## config.mk

```make
export PLATFORM = sky130hd
export DESIGN_NAME = wde_sqrt
export DESIGN_NICKNAME = d
export VERILOG_FILES = /design/src/wde_pkg.sv /design/src/wde_sqrt.sv
export SDC_FILE = /design/constraint.sdc
export NUM_CORES = 2
export LEC_CHECK = 0
export ABC_CLOCK_PERIOD_IN_PS = 4300
export BUFFER_PORTS_ARGS = -buffer_cell sky130_fd_sc_hd__buf_2
export CAP_MARGIN = 20
export CORE_UTILIZATION = 36
export DETAILED_ROUTE_END_ITERATION = 12
export GPL_TIMING_DRIVEN = 1
export PLACE_DENSITY = 0.54
export SETUP_SLACK_MARGIN = 0.05
export SYNTH_ARGS = -nofsm -noshare
export SYNTH_HDL_FRONTEND = slang
export SYNTH_SLANG_ARGS = --single-unit
```

## constraint.sdc

```tcl
create_clock -name clk -period 4.3 [get_ports clk]
set_input_delay 0.43 -clock clk [delete_from_list [all_inputs] [get_ports clk]]
set_output_delay 0.43 -clock clk [all_outputs]
set_load 0.005 [all_outputs]
```

## src/wde_pkg.sv

```systemverilog
`default_nettype none
// ----------------------------------------------------------------------------
// wde_pkg
// Shared types and constants for the wrapped distance and equality block.
// ----------------------------------------------------------------------------
package wde_pkg;

  localparam int DIMS       = 6;
  localparam int COORD_W    = 32;
  localparam int DIFF_W     = 33;
  localparam int RANGE_W    = 31;
  localparam int TOL_W      = 16;
  localparam int MAG_W      = 32;
  localparam int SQ_W       = 64;
  localparam int SUM_W      = 67;
  localparam int DIST_W     = 34;
  localparam int CFG_IDX_W  = 4;
  localparam int CFG_DATA_W = 32;

  // remainder unit: one quotient bit per stage
  localparam int REM_STAGES = 32;
  // square root: one result bit per stage
  localparam int ROOT_STAGES = DIST_W;

  localparam logic [RANGE_W-1:0] RANGE_RESET = RANGE_W'(411775);

  typedef enum logic [CFG_IDX_W-1:0] {
    REG_WRAP_MASK = 4'd0,
    REG_RANGE0    = 4'd1,
    REG_RANGE1    = 4'd2,
    REG_RANGE2    = 4'd3,
    REG_RANGE3    = 4'd4,
    REG_RANGE4    = 4'd5,
    REG_RANGE5    = 4'd6,
    REG_TOLERANCE = 4'd7
  } reg_idx_t;

endpackage

`default_nettype wire

```

## src/wde_sqrt.sv

```systemverilog
`default_nettype none
// ----------------------------------------------------------------------------
// wde_sqrt
// Merging stage: sums lane squares, ANDs the lane tolerance flags and takes a
// pipelined floored integer square root, one result bit per stage.
// ----------------------------------------------------------------------------
module wde_sqrt
  import wde_pkg::*;
(
  input  wire logic             clk,
  input  wire logic             en,
  input  wire logic [SQ_W-1:0]  squares [DIMS],
  input  wire logic [DIMS-1:0]  in_tol,
  output logic [DIST_W-1:0]     root,
  output logic                  equal
);

  // adder tree: pairs, then total
  logic [SQ_W:0]    pair  [DIMS/2];
  logic             eq1;
  logic [SUM_W-1:0] total;
  logic             eq2;

  always_ff @(posedge clk) begin
    if (en) begin
      for (int p = 0; p < DIMS/2; p++) begin
        pair[p] <= (SQ_W+1)'(squares[2*p]) + (SQ_W+1)'(squares[2*p+1]);
      end
      eq1 <= &in_tol;
    end
  end

  always_ff @(posedge clk) begin
    if (en) begin
      total <= SUM_W'(pair[0]) + SUM_W'(pair[1]) + SUM_W'(pair[2]);
      eq2   <= eq1;
    end
  end

  // restoring digit recurrence on remainder and partial root
  localparam int REM_W = DIST_W + 2;
  logic [2*DIST_W-1:0] val [ROOT_STAGES+1];
  logic [REM_W-1:0]    rm  [ROOT_STAGES+1];
  logic [DIST_W-1:0]   rt  [ROOT_STAGES+1];
  logic                eqp [ROOT_STAGES+1];

  assign val[0] = (2*DIST_W)'(total);
  assign rm[0]  = '0;
  assign rt[0]  = '0;
  assign eqp[0] = eq2;

  for (genvar s = 0; s < ROOT_STAGES; s++) begin : g_root
    logic [REM_W+1:0] cur;
    logic [REM_W+1:0] trial;
    assign cur   = {rm[s], val[s][2*DIST_W-1 -: 2]};
    assign trial = cur - (REM_W+2)'({rt[s], 2'b01});
    always_ff @(posedge clk) begin
      if (en) begin
        val[s+1] <= {val[s][2*DIST_W-3:0], 2'b00};
        eqp[s+1] <= eqp[s];
        if (!trial[REM_W+1]) begin
          rm[s+1] <= trial[REM_W-1:0];
          rt[s+1] <= {rt[s][DIST_W-2:0], 1'b1};
        end else begin
          rm[s+1] <= cur[REM_W-1:0];
          rt[s+1] <= {rt[s][DIST_W-2:0], 1'b0};
        end
      end
    end
  end

  assign root  = rt[ROOT_STAGES];
  assign equal = eqp[ROOT_STAGES];

endmodule

`default_nettype wire

```

==> impl.org <==
** Run status
- Result of the run :: complete, no violations

** Worst setup path
- In this design, the stage delay of the slowest critical-path cell is 560 ps.
- Arrival time worst endpoint :: 4840 ps
- For this design, the slowest cell found on the critical path is sky130_fd_sc_hd__or4_4.
- Max FO, Critical Path :: 5
- CP most frequent cell :: sky130_fd_sc_hd__or4_4
- Classification of the worst setup path :: register to register
- Top cell family by delay on the critical path :: simple AND/OR/NAND/NOR gates
- Crit start category :: register
- For the worst setup path, the data required time is 4990 ps.
- The worst setup path is captured at a register.
- Critical-path cell list :: or4_4 -> or4b_1 -> or4_4 -> a2111oi_4 -> xnor2_2 -> nand2_2 -> or4_4 -> or2_4 -> or3_1 -> xnor2_1
- Number of buffer and inverter stages on the critical path :: 0

** Clock network
- Clock latency at the later pin of the worst-skew pair :: roughly 940 ps
- Clock transition at the registers of the reported paths :: 60 ps
- The clock passes through at most 4 buffers.
- Counting the buffers created by CTS gives 354.
- Buffer cell driving the clock tree root :: sky130_fd_sc_hd__clkbuf_16
- In this run the number of H-tree levels came out at 5.
- TritonCTS built the clock tree.
- Counting every sink on the clock net gives 3144.

** Floorplan
- Io pins :: 427
- Full die area :: 440000 um^2
- From left edge to right edge, the die measures approximately 660 um.
- For this configuration, the core starts out at a cell density of 36.21%.
- Core footprint :: 434800 um^2
- Total number of placement rows :: 242
- Die Span Y :: 663.3 um

** Route
- Before antenna repair, the detailed router went through 7 iterations.
- Number of nets still failing antenna checks after routing :: 0
- The final route contains 97380 vias.
- Total wirelength of the detailed-routed design :: 325.1 mm
- The first routing iteration left 5675 violations.
- In the final routed layout, each cell accounts on average for 16.67 um.
- In the routed design, unresolved DRC markers number 0.
- Average via count per standard cell :: approximately 5

** Timing
- RSZ-0062 raised after global routing :: true
- In the post-route analysis, the smallest setup slack over all paths is 156.9 ps.
- Setup violations remaining at the end of the flow were counted as 0.
- Worst clock skew :: 78.62 ps
- Final clock period utilization by the worst path :: 96.35%
- Min Clock Period, post-route :: just over 4000 ps
- Adding up every negative setup slack in the final design gives 0 ps.
- In this run the tightest slew margin relative to its limit is 29.90%.
- For the pin with the worst max-slew slack, the measured transition is 1051 ps.
- Max Freq :: 0.2414 GHz
- The number of hold violations in the final report came to 0.
- Slew Limit Fails :: 0
- Across all hold checks on the routed design, the worst slack comes to around 96 ps.

** Global route
- Across every metal layer, demand over resource in global routing totals 14.24%.
- For this run the aggregate overflow at the end of global routing stands at 0.
- Vias in the first global route :: roughly 97000
- Entering global routing, the biggest net connects 180 pins.
- Antenna violations before repair :: 3
- The first global-routing pass estimated 515.2 mm of wire.

** Synthesis
- Proportion of synthesized flip-flops having asynchronous set or reset :: 0%
- Synth Register Bits :: 3144
- The synthesized design contains 3144 enable-type register cells.
- The cell count after synthesis came out at 12630.
- The mapped netlist covers 157400 um^2.
- Mean cell area of the mapped netlist :: approximately 12 um^2
- Counting distinct cell types in the post-synthesis netlist gives 102.
- When the netlist entered floorplanning its net count stood at 13950.
- Number of warnings issued by yosys :: 0
- Most frequently used flop master after synthesis :: sky130_fd_sc_hd__edfxtp_1
- Sequential-to-total area share from yosys stat :: 59.96%

** Layout
- Relative area change from synthesis to final layout :: 14.53%
- After the last flow step, the layout net total stands at 14790.
- Final cell area excluding filler cells :: ~180000 um^2
- Leading cell type in the layout, fill and taps excluded :: sky130_fd_sc_hd__edfxtp_1
- In the layout the commonest cells are sky130_fd_sc_hd__edfxtp_1 (3144), sky130_fd_sc_hd__nand2_1 (874), sky130_fd_sc_hd__inv_1 (860), sky130_fd_sc_hd__ha_1 (851), sky130_fd_sc_hd__a21oi_1 (791).
- Share of cells above drive strength 1 :: a little under an eighth

** Power and ir drop
- In this run the static leakage power is slightly below 0.07 uW.
- IR Drop Worst-Case VDD :: 323.0 uV
- Total power density per cell area :: about 500 nW/um^2

** Worst hold path
- The path class of the tightest hold or removal check is primary input to register.

** Place
- The placed instances occupy a cell area of 168600 um^2.
- At the end of routability-driven placement, the weighted congestion stood at 0.8977.
- Detailed placement finished with a half-perimeter wire length of 240.9 mm.
- Before CTS, the worst setup slack after placement is -51.59 ps.
- PortBufs :: 426

** Flow run
- Across the run, the number of max-cap violations was 0.
## path summary, 6_finish.rpt
path,to,from,slack [ps],depth (start not counted)
max,g_root[4].cur[36],g_root[3].cur[28],160,10
min reg2reg,val[1680],val[1746],360,0
max reg2reg,g_root[4].cur[36],g_root[3].cur[28],160,10
min,pair[0][150],squares[84],100,3
## flip-flops by register name, summed over array words and instances, names as in the netlist
register / cells
g_root.cur: 1195
eq1: 1
val: 1056
pair: 195
root: 34
eq2: 1
total: 67
rt: 561
equal: 1
eqp: 33
## Yosys cell counts, types with 179 or more instances
| cell | n | area (um^2) |
|---|---|---|
| sky130_fd_sc_hd__edfxtp_1 | 3144 | 94410 |
| sky130_fd_sc_hd__nand2_1 | 875 | 3284 |
| sky130_fd_sc_hd__inv_1 | 860 | 3228 |
| sky130_fd_sc_hd__ha_1 | 851 | 10650 |
| sky130_fd_sc_hd__a21oi_1 | 794 | 3974 |
| sky130_fd_sc_hd__o21ai_0 | 723 | 3618 |
| sky130_fd_sc_hd__nor2_1 | 693 | 2601 |
| sky130_fd_sc_hd__xnor2_1 | 667 | 5842 |
| sky130_fd_sc_hd__xor2_1 | 554 | 4852 |
| sky130_fd_sc_hd__a21o_1 | 360 | 2703 |
| sky130_fd_sc_hd__nor3_1 | 281 | 1406 |
| sky130_fd_sc_hd__clkbuf_1 | 258 | 968.4 |
| sky130_fd_sc_hd__mux2_2 | 220 | 2477 |
| sky130_fd_sc_hd__nand3_1 | 196 | 980.9 |
| sky130_fd_sc_hd__nand4_1 | 179 | 1120 |
## logic make-up after synthesis
kind of cell | Yosys count | synth area share (%)
compound gates | 2787 | 11.05
simple gates | 3146 | 9.973
other cells | 1 | 0.002382
buf+inv | 1184 | 2.937
flops | 3144 | 59.96
mux | 229 | 1.631
xor+xnor | 1222 | 6.803
fa+ha+maj | 920 | 7.640
## metrics by stage
step | utilization [%] | cells | power, uW
2_1_floorplan | - | 12630 | 55640
3_3_place_gp | 38.77 | 18800 | 62290
3_5_place_dp | 38.77 | 18800 | 62420
4_1_cts | 41.42 | 19490 | 91710
5_1_grt | 41.47 | 19500 | 95650
6_report | 41.47 | 19500 | 90560
## area by class of cell
| type | instances | area (um^2) |
|---|---|---|
| diodes | 3 | 7.507 |
| clock buffers | 437 | 9191 |
| fillers | 40820 | 254500 |
| flip-flops and latches | 3144 | 94410 |
| multi-input cells | 8305 | 58790 |
| inverters | 865 | 3247 |
| clock inverters | 206 | 1841 |
| repair buffers | 809 | 5668 |
| well taps | 5734 | 7174 |
## routing by layer
| layer | part of all wire [%] | track usage, % |
|---|---|---|
| met1 | 44 | 18.23 |
| met4 | 3.3 | 4.710 |
| met3 | 3.9 | 2.020 |
| met2 | 48 | 24.74 |
| met5 | 0 | 0 |
## worst min-delay path, cell delays in order
cell	delay (ps)
sky130_fd_sc_hd__buf_2	90
sky130_fd_sc_hd__ha_1	210
sky130_fd_sc_hd__xnor2_1	170
## report_power, final
group / switching, uW / total (uW) / internal (uW)
registers: 1920 / 40700 / 38800
clock network: 12300 / 28600 / 16300
logic: 12100 / 21200 / 9130
total: 26300 / 90600 / 64300
## timing repair
| item | CTS | global route |
|---|---|---|
| cloned | 0 | 1 |
| resized for setup | 2 | 32 |
| hold buffers | 46 | 0 |
| setup endpoints to repair | 6 | 211 |
| pin swaps | 0 | 4 |
| hold endpoints to repair | 26 | 0 |
| setup buffers | 0 | 6 |
Note: power is estimated with default switching activity, not from simulation.
